`src/hw/rtl/itf_pkg.sv`:
```
// Shared types, codes and port widths for the interval timer.
package itf_pkg;

  // Fixed widths of the stream and configuration ports.
  localparam int unsigned FieldTimeW = 32;
  localparam int unsigned InTdataW   = 64;
  localparam int unsigned InTuserW   = 2;
  localparam int unsigned OutTdataW  = 40;
  localparam int unsigned CfgIdxW    = 2;
  localparam int unsigned CfgDataW   = 32;

  // Timer state codes.
  localparam logic [1:0] ST_READY   = 2'd0;
  localparam logic [1:0] ST_RUNNING = 2'd1;
  localparam logic [1:0] ST_OVER    = 2'd2;

  // Item modes carried in tuser.
  localparam logic [1:0] MODE_RUN       = 2'd0;
  localparam logic [1:0] MODE_RESET     = 2'd1;
  localparam logic [1:0] MODE_SET_START = 2'd2;
  localparam logic [1:0] MODE_CLEAR_END = 2'd3;

  // Configuration register indexes.
  localparam logic [CfgIdxW-1:0] REG_DURATION       = 2'd0;
  localparam logic [CfgIdxW-1:0] REG_AUTO_RESET     = 2'd1;
  localparam logic [CfgIdxW-1:0] REG_FREQUENCY_MODE = 2'd2;
  localparam logic [CfgIdxW-1:0] REG_EXTERNAL_START = 2'd3;

  // Reset value of the duration register in milliseconds.
  localparam logic [CfgDataW-1:0] DURATION_RST = 32'd1000;

  // Control state of the timer.
  typedef struct packed {
    logic [1:0] state;
    logic       starting;
    logic       ending;
    logic       start_known;
  } itf_flags_t;

  // Single-bit configuration registers.
  typedef struct packed {
    logic auto_reset;
    logic frequency_mode;
    logic external_start;
  } itf_cfg_t;

  // Result item, last field in the lowest bits.
  typedef struct packed {
    logic [FieldTimeW-1:0] elapsed;
    logic                  ending;
    logic                  starting;
    logic [1:0]            state_code;
    logic                  running_result;
  } itf_item_t;

endpackage

```
`src/hw/rtl/itf_step.sv`:
```
// Next-state and result logic of the interval timer for one item.
module itf_step import itf_pkg::*; #(
  parameter int unsigned TIME_WIDTH = 32
) (
  input  logic [1:0]            mode_i,
  input  logic [TIME_WIDTH-1:0] now_i,
  input  logic [TIME_WIDTH-1:0] start_value_i,
  input  logic [TIME_WIDTH-1:0] start_q_i,
  input  logic [TIME_WIDTH-1:0] duration_i,
  input  itf_flags_t            flags_i,
  input  itf_cfg_t              cfg_i,
  output logic [TIME_WIDTH-1:0] start_d_o,
  output itf_flags_t            flags_d_o,
  output itf_item_t             result_o
);

  logic [TIME_WIDTH-1:0] elapsed_run;
  logic [TIME_WIDTH-1:0] elapsed_new;
  logic                  run_res;

  // Elapsed time against the stored start, wrapping.
  assign elapsed_run = now_i - start_q_i;

  // State update for the item's mode.
  always_comb begin
    flags_d_o = flags_i;
    start_d_o = start_q_i;
    run_res   = 1'b0;
    unique case (mode_i)
      MODE_RUN: begin
        unique case (flags_i.state)
          ST_READY: begin
            if (!cfg_i.external_start) begin
              if (cfg_i.frequency_mode && flags_i.start_known) begin
                start_d_o = start_q_i + duration_i;
              end else begin
                start_d_o = now_i;
              end
            end
            flags_d_o.start_known = 1'b1;
            flags_d_o.state       = ST_RUNNING;
            flags_d_o.starting    = 1'b1;
            flags_d_o.ending      = 1'b0;
            run_res               = 1'b1;
          end
          ST_RUNNING: begin
            flags_d_o.starting = 1'b0;
            run_res            = 1'b1;
            if (elapsed_run >= duration_i) begin
              flags_d_o.ending = 1'b1;
              if (cfg_i.auto_reset || cfg_i.frequency_mode) begin
                flags_d_o.state = ST_READY;
              end else begin
                flags_d_o.state = ST_OVER;
                run_res         = 1'b0;
              end
            end
          end
          default: begin
            flags_d_o.ending = 1'b0;
          end
        endcase
      end
      MODE_RESET: begin
        flags_d_o.state = ST_READY;
      end
      MODE_SET_START: begin
        if (flags_i.state == ST_READY && cfg_i.external_start) begin
          start_d_o             = start_value_i;
          flags_d_o.start_known = 1'b1;
        end
      end
      MODE_CLEAR_END: begin
        flags_d_o.ending = 1'b0;
      end
      default: begin
        flags_d_o = flags_i;
      end
    endcase
  end

  // Elapsed time against the start that holds after this item.
  assign elapsed_new = now_i - start_d_o;

  // Result item; the clear-ending mode reports the flag before clearing it.
  always_comb begin
    result_o.running_result = run_res;
    result_o.state_code     = flags_d_o.state;
    result_o.starting       = flags_d_o.starting;
    result_o.ending         = (mode_i == MODE_CLEAR_END) ? flags_i.ending : flags_d_o.ending;
    unique case (flags_d_o.state)
      ST_RUNNING: result_o.elapsed = FieldTimeW'(elapsed_new);
      ST_OVER:    result_o.elapsed = FieldTimeW'(duration_i);
      default:    result_o.elapsed = '0;
    endcase
  end

endmodule

```
`src/hw/rtl/interval_timer_fsm_core.sv`:
```
// Top level of the interval timer: stream ports, item registers and timer state.
//
// Interval timer with the states ready, running and over, stepped by one item
// per clock. Each input item carries a mode in tuser (run, reset to ready, set
// start time, read and clear ending) and the current millisecond time and a
// start value in tdata; each item yields exactly one result item. The block
// takes one item every cycle while results drain. An accepted item passes the
// input register, which holds it for the step logic, and then the result
// register, which captures the outcome and offers it. A stalled result blocks
// the input register and with it the input. Time arithmetic wraps modulo
// 2^TIME_WIDTH. The user must write configuration through the cfg port only
// while no item is in flight; the block itself does not enforce this. Duration
// and auto_reset only take effect when written in the ready state.
module interval_timer_fsm_core import itf_pkg::*; #(
  parameter int unsigned TIME_WIDTH = 32
) (
  input  logic                 clk_i,
  input  logic                 rst_ni,
  // Input items.
  input  logic                 s_axis_tvalid,
  output logic                 s_axis_tready,
  input  logic [InTdataW-1:0]  s_axis_tdata,   // now [31:0], start_value [63:32]
  input  logic [InTuserW-1:0]  s_axis_tuser,   // mode [1:0]
  // Result items.
  output logic                 m_axis_tvalid,
  input  logic                 m_axis_tready,
  output logic [OutTdataW-1:0] m_axis_tdata,   // running_result [0], state_code [2:1],
                                               // starting [3], ending [4], elapsed [36:5],
                                               // zero [39:37]
  // Configuration writes.
  input  logic                 cfg_we_i,
  input  logic [CfgIdxW-1:0]   cfg_idx_i,
  input  logic [CfgDataW-1:0]  cfg_data_i
);

  logic                  s_accept;
  logic                  adv;

  logic                  s1_valid_q;
  logic [1:0]            s1_mode_q;
  logic [TIME_WIDTH-1:0] s1_now_q;
  logic [TIME_WIDTH-1:0] s1_sval_q;

  logic                  m_valid_q;
  logic [OutTdataW-1:0]  m_data_q;

  logic [TIME_WIDTH-1:0] duration_q;
  itf_cfg_t              cfg_q;
  itf_flags_t            flags_q;
  logic [TIME_WIDTH-1:0] start_q;

  logic [TIME_WIDTH-1:0] start_d;
  itf_flags_t            flags_d;
  itf_item_t             result;

  // Handshake: the step advances when the result register is free or drains.
  assign adv           = s1_valid_q && (!m_valid_q || m_axis_tready);
  assign s_axis_tready = !s1_valid_q || adv;
  assign s_accept      = s_axis_tvalid && s_axis_tready;
  assign m_axis_tvalid = m_valid_q;
  assign m_axis_tdata  = m_data_q;

  // Input register valid.
  always_ff @(posedge clk_i or negedge rst_ni) begin
    if (!rst_ni) begin
      s1_valid_q <= 1'b0;
    end else if (s_accept) begin
      s1_valid_q <= 1'b1;
    end else if (adv) begin
      s1_valid_q <= 1'b0;
    end
  end

  // Input register payload.
  always_ff @(posedge clk_i) begin
    if (s_accept) begin
      s1_mode_q <= s_axis_tuser;
      s1_now_q  <= TIME_WIDTH'(s_axis_tdata[FieldTimeW-1:0]);
      s1_sval_q <= TIME_WIDTH'(s_axis_tdata[2*FieldTimeW-1:FieldTimeW]);
    end
  end

  // Step logic.
  itf_step #(
    .TIME_WIDTH(TIME_WIDTH)
  ) u_itf_step (
    .mode_i        (s1_mode_q),
    .now_i         (s1_now_q),
    .start_value_i (s1_sval_q),
    .start_q_i     (start_q),
    .duration_i    (duration_q),
    .flags_i       (flags_q),
    .cfg_i         (cfg_q),
    .start_d_o     (start_d),
    .flags_d_o     (flags_d),
    .result_o      (result)
  );

  // Timer state, updated as each item leaves the input register.
  always_ff @(posedge clk_i or negedge rst_ni) begin
    if (!rst_ni) begin
      flags_q <= '{state: ST_READY, default: 1'b0};
      start_q <= '0;
    end else if (adv) begin
      flags_q <= flags_d;
      start_q <= start_d;
    end
  end

  // Configuration registers; duration and auto_reset take only in ready.
  always_ff @(posedge clk_i or negedge rst_ni) begin
    if (!rst_ni) begin
      duration_q <= TIME_WIDTH'(DURATION_RST);
      cfg_q      <= '{auto_reset: 1'b1, default: 1'b0};
    end else if (cfg_we_i) begin
      unique case (cfg_idx_i)
        REG_DURATION: begin
          if (flags_q.state == ST_READY) begin
            duration_q <= TIME_WIDTH'(cfg_data_i);
          end
        end
        REG_AUTO_RESET: begin
          if (flags_q.state == ST_READY) begin
            cfg_q.auto_reset <= cfg_data_i[0];
          end
        end
        REG_FREQUENCY_MODE: cfg_q.frequency_mode <= cfg_data_i[0];
        REG_EXTERNAL_START: cfg_q.external_start <= cfg_data_i[0];
        default: begin
          cfg_q <= cfg_q;
        end
      endcase
    end
  end

  // Result register valid.
  always_ff @(posedge clk_i or negedge rst_ni) begin
    if (!rst_ni) begin
      m_valid_q <= 1'b0;
    end else if (adv) begin
      m_valid_q <= 1'b1;
    end else if (m_axis_tready) begin
      m_valid_q <= 1'b0;
    end
  end

  // Result register payload.
  always_ff @(posedge clk_i) begin
    if (adv) begin
      m_data_q <= OutTdataW'(result);
    end
  end

endmodule

```
`config.mk`:
```
export PLATFORM = sky130hd
export DESIGN_NAME = interval_timer_fsm_core
export DESIGN_NICKNAME = d
export VERILOG_FILES = /design/src/hw/rtl/itf_pkg.sv /design/src/hw/rtl/itf_step.sv /design/src/hw/rtl/interval_timer_fsm_core.sv
export SDC_FILE = /design/constraint.sdc
export NUM_CORES = 1
export LEC_CHECK = 0
export ABC_AREA = 1
export BUFFER_PORTS_ARGS = -buffer_cell sky130_fd_sc_hd__buf_2
export CAP_MARGIN = 10
export CELL_PAD_IN_SITES_DETAIL_PLACEMENT = 2
export CELL_PAD_IN_SITES_GLOBAL_PLACEMENT = 2
export CORE_MARGIN = 3
export CORE_UTILIZATION = 36
export CTS_BUF_LIST = sky130_fd_sc_hd__clkbuf_2 sky130_fd_sc_hd__clkbuf_4 sky130_fd_sc_hd__clkbuf_8
export CTS_CLUSTER_SIZE = 10
export DETAILED_ROUTE_END_ITERATION = 16
export GPL_TIMING_DRIVEN = 0
export PLACE_DENSITY = 0.86
export SLEW_MARGIN = 20
export SYNTH_ARGS = -nofsm -noshare
export SYNTH_HDL_FRONTEND = slang
export SYNTH_SLANG_ARGS = --single-unit
```
`constraint.sdc`:
```
create_clock -name clk_i -period 4.8 [get_ports clk_i]
set_input_delay 1.2 -clock clk_i [delete_from_list [all_inputs] [get_ports clk_i]]
set_output_delay 1.2 -clock clk_i [all_outputs]
set_load 0.02 [all_outputs]
```
Word-level counts from Yosys, hierarchy flattened

Cells that the tools add are included.

Mux-type cells: 25
Reductions and logical operators: 20
$add $sub $neg: 3
Eq/ne operators: 11
Magnitude comparators: 1

Operators by type and width:

| operator                                                              | number |
|---|---|
| 32-bit two-way mux                                                    | 4 |
| 32-bit one-hot mux with 2 select lines                                | 2 |
| 32-bit subtractor                                                     | 2 |
| 32-bit adder                                                          | 1 |
| 32-bit >= comparator                                                  | 1 |
| 1-bit two-way mux                                                     | 12 |
| 2-bit equality test, second input constant                            | 5 |
| 2-bit by 1-bit equality test with 1-bit output, second input constant | 4 |
| 2-bit zero test                                                       | 3 |
| 1-bit one-hot mux with 2 select lines                                 | 3 |
| 3-bit one-hot mux with 2 select lines                                 | 1 |
| 3-bit AND reduction                                                   | 2 |
| 2-bit nonzero test                                                    | 3 |
| 1-bit logical AND                                                     | 4 |
| 2-bit two-way mux                                                     | 2 |
| 2-bit one-hot mux with 2 select lines                                 | 1 |
| 2-bit AND reduction                                                   | 2 |
| 4-bit AND reduction                                                   | 1 |
| 1-bit logical OR                                                      | 3 |
| 1-bit zero test                                                       | 2 |
| 2-bit by 1-bit != test with 1-bit output, second input constant       | 1 |
| 2-bit != test, second input constant                                  | 1 |

Output and inout bits: 42
Input port bits: 105
Logic and storage cells: 76
Flip-flop bits (word level): 177

Logic depth before layout (Yosys ltp)

Word-level depth: 7
Gate-level depth with buffers: 30

Cells and area by module

From an unflattened synthesis, not the netlist that was laid out.

Cell total of the unflattened synthesis: 1,851
Area, all modules: 14,151.1 um^2

Modules (own cells, without submodules):

| module                  | area an instance (um^2) | instances | sequential area each (um^2) | cells each |
|---|---|---|---|---|
| itf_step                | 8,060.2                 | 1         | 0.0                         | 1,417 |
| interval_timer_fsm_core | 6,090.8                 | 1         | 4,953.5                     | 434 |

Worst setup path before layout

OpenSTA, ideal clock, no wires.

Path type: register to register
Start point: register s1_now_q[0]
End point: register m_data_q[5] (netlist: m_axis_tdata[5]), data pin
Clock period less this slack: 4.285 ns
Arrival time: 4.019 ns
Cell stages (with the launch flop): 30
Setup time: 0.266 ns
Path buffers: 1
Slack: 0.515 ns
Path through: edfxtp_1 -> inv_1 -> ha_1 -> inv_1 -> fa_1 -> nand3_1 -> nand2_1 -> a21boi_1 -> inv_1 -> nand3_1 -> nand3_1 -> nand2_1 -> o211ai_1 -> a21oi_1 -> xor2_1 -> ha_1 -> nand2_1 -> nor2_1 -> nand2_1 -> nor4_1 -> nand4_1 -> nand4_1 -> a21oi_1 -> o21ai_0 -> nand2_1 -> ha_1 -> inv_1 -> clkbuf_1 -> a2bb2oi_1 -> nor2_1

RTL lines:

| element                  | line                           | RTL |
|---|---|---|
| start: declaration       | interval_timer_fsm_core.sv:41  | `logic [TIME_WIDTH-1:0] s1_now_q;` |
| start signal: assignment | interval_timer_fsm_core.sv:78  | `s1_now_q <= TIME_WIDTH'(s_axis_tdata[FieldTimeW-1:0]);` |
| end signal: assignment   | interval_timer_fsm_core.sv:150 | `m_data_q <= OutTdataW'(result);` |
| end: declaration         | interval_timer_fsm_core.sv:45  | `logic [OutTdataW-1:0] m_data_q;` |

==> out/results.ini <==
[status]
status = finished, violations left
violations = negative setup slack

[global_route]
grt_util_met2_pct = 59.7
antenna_found_initial = 5
grt_overflow = 0
top_usage_layer = met2
gr-usage-met1_pct = 43.6
met3_usage_pct = 11.5
grt_pass1_vias = 17100
grt_pass1_wl_um = 111000
grtUsageTotal_pct = 36.5
grt_max_degree = 48

[place]
place_congestion = 0.950
dp.cells = 2472
hpwl_um = 54300
portBuffers = 143

[route]
viasPerCell = 6.35
wire_per_inst_um = 33.2
ant_nets = 0
first_pass_iters = 5
num_vias = 16400
drt_wl_total_um = 85800
drt_iter0_drc = 2128
drc = 0

[die]
placementRows = 71
die_w_um = 203
ios = 147
initial_core_util_pct = 36.8
die_h_um = 203
core_um2 = 37900
dieArea_um2 = 41200

[timing]
worst_pin_slew_ns = 1.13
finalSetupViolations = 33
fmax_mhz = 181
timing.final.ws_setup_ns = -0.716
relSlewSlack_pct = 25.0
hold_violations = 0
report.final.slew_viol_count = 0
fin_setup_tns_ns = -21.10
fin_crit_ns = 5.52
fin_crit_sh_pct = 115
rsz0062_at_grt = true
skew_ns = 0.0359

[logic_synthesis]
synth_mux_area_share_pct = 0
syn_area_per_cell_um2 = 7.70
ys_seq_elements = 177
synth-main-ff-cell = edfxtp_1
ys_seq_area_share_pct = 35.4
synth_cell_types = 63
synth_edf_count = 103
syn_area_um2 = 14000
synth_top_family_by_area = simple AND/OR/NAND/NOR gates
synth_xor_area_share_pct = 2.57
yosys_warnings = 0
synthCells = 1814
synth-simple-area-share_pct = 21.4
async_flop_share_pct = 41.8
synth_fa_ha_area_share_pct = 12.2
synth_compound_area_share_pct = 20.6

[cts]
cts_max_path_buffers = 2
htreeDepth = 4
cts_sinks = 177
cts_buffers = 17
path_clk_slew_ns = 0.14
clock_latency_ns = 0.58
cts_hold_buf = 0
cts_tree = yes
cts_root_buf = clkbuf_8

[worst_setup_path]
end_kind = flip-flop
crit_type = reg -> reg
worst-path-buf-inv = 5
rr_worst_depth = 28
crit_path_max_fanout = 5
r2r_slack_ns = -0.72
crit_top_cell = nand2_1
arrival_ns = 5.90
r2r-start = s1_now_q[3]$_DFFE_PP_
required_ns = 5.19
critPathTopFamily = compound AO/OA/AOI/OAI gates
worst_path_max_delay_cell = edfxtp_1
max_stage_delay_ns = 0.47
rr_endpoint = m_axis_tdata[15]$_DFFE_PP_
cp-start-kind = flip-flop

[run]
cap_violations = 0

[worst_hold_path]
hold_path_class = reg -> reg
min_from = cfg_q[2]$_DFFE_PN1P_
min_path_cells = 2
worstHoldEndpoint = cfg_q[2]$_DFFE_PN1P_

[power_and_ir_drop]
ir_drop_uv = 450
leakage_nw = 7.82
power.density_nw_per_um2 = 790

[layout]
finalNetCount = 2300
syn2layout_area_growth_pct = 24.7
drive_gt1_share_pct = 25.7
fin_cells = 2588

Yosys cell counts, types with 15 or more instances:
library cell | n | area [µm²]
nand2_1 | 375 | 1410
a21oi_1 | 215 | 1080
inv_1 | 207 | 777
nor2_1 | 169 | 634
ha_1 | 131 | 1640
o21ai_0 | 119 | 596
edfxtp_1 | 103 | 3090
nand3_1 | 78 | 390
dfrtp_1 | 67 | 1680
o21ai_1 | 33 | 165
xor2_1 | 26 | 228
clkbuf_1 | 25 | 93.8
a221oi_1 | 20 | 175
nor3_1 | 19 | 95.1
o211ai_1 | 17 | 128
nand4_1 | 16 | 100
xnor2_1 | 15 | 131
worst max-delay path by stage:
stage | from | endpoint | cells past startpoint
floorplan | s1_now_q[0]$_DFFE_PP_ | m_axis_tdata[5]$_DFFE_PP_ | 29
global placement | s1_now_q[0]$_DFFE_PP_ | m_axis_tdata[30]$_DFFE_PP_ | 30
detailed placement | s1_now_q[0]$_DFFE_PP_ | m_axis_tdata[30]$_DFFE_PP_ | 30
CTS | s1_now_q[0]$_DFFE_PP_ | m_axis_tdata[26]$_DFFE_PP_ | 31
global route | start_q[2]$_DFFE_PN0P_ | m_axis_tdata[15]$_DFFE_PP_ | 29
finish | s1_now_q[3]$_DFFE_PP_ | m_axis_tdata[15]$_DFFE_PP_ | 28
metrics by stage:
| stage | instance area [µm²] | power, mW | setup WS, ns | hold WS, ns | utilization (%) |
|---|---|---|---|---|---|
| after CTS | 16700 | 12.0 | -0.155 | 0.517 | 44.0 |
| after detailed placement | 15400 | 10.0 | -1.92 | 0.493 | 40.6 |
| after global placement | 15300 | 9.53 | -1.33 | 0.458 | 40.4 |
| final | 17400 | 13.8 | -0.716 | 0.553 | 45.9 |
| after global routing | 17400 | 14.3 | -0.822 | 0.593 | 45.9 |
| after floorplan | 14000 | 7.35 | 0.515 | 0.444 | - |
logic make-up after synthesis:
logic type                 after synthesis
AOI/OAI and AO/OA                      490
xor gates and xnor gates                41
adders and majority gates              134
buffers and inverters                  263
DFF                                    177
other                                    1
and+or+nand+nor                        708
what timing repair did:
item	in CTS	in global routing
setup endpoints to repair	39	37
gates resized for setup	147	123
setup buffers	50	27
gates cloned	2	2
pin swaps	36	52
final cells by class:
cell class / instances / area, µm²
sequential: 177 / 4980
fill: 4288 / 20500
buffer: 43 / 344
clock inverter: 13 / 145
inverter: 220 / 835
timing repair buffer: 226 / 1430
tap: 511 / 639
clock buffer: 19 / 255
antenna: 3 / 7.51
multi-input combinational: 1376 / 8790
layer usage:
layer	wire length, µm	vias to the layer above
met5	13	-
met4	6530	2
met3	8320	436
met2	38500	1189
met1	32400	8126
li1	-	6692
worst min-delay path, stage by stage (launching register included):
cell	delay (ns)
dfstp_2	0.40
nand2_1	0.07
o21ai_0	0.09
layout by cell type, fill, tap and decap left out, types with 6 or more instances in the layout:
master and instances:
nand2_1 361, dfstp_2 7, ha_1 101, o21a_1 9
a21oi_4 7, o21ai_2 17, ha_2 15, or2_1 6
clkbuf_1 16, o21ai_1 53, o21bai_1 9, o211ai_1 17
nand3_1 71, o21ai_0 91, nand4_1 16, clkbuf_8 26
a21oi_1 153, a21o_1 10, ha_4 15, nand3_2 8
inv_1 195, buf_8 7, nor3_1 15, dfrtp_2 18
dfrtp_1 49, buf_4 79, a21oi_2 62, edfxtp_1 103
inv_2 20, buf_2 148, nor2_1 166, a22oi_1 6
xor2_1 23, a221oi_1 19, xnor2_1 15, nand2_2 22
nor2_2 8
registers in the layout, summed over array words and instances (netlist names):
name           count
cfg_q              3
duration_q        32
flags_q            5
m_axis_tdata      37
m_axis_tvalid      1
s1_mode_q          2
s1_now_q          32
s1_sval_q         32
s1_valid_q         1
start_q           32
where the power goes:
part	internal, mW	switching [mW]	leakage (nW)
clock	0.452	0.752	0.204
sequential	2.06	0.752	1.86
combinational	3.16	6.59	5.75
Power figures use the tool's default switching activity.
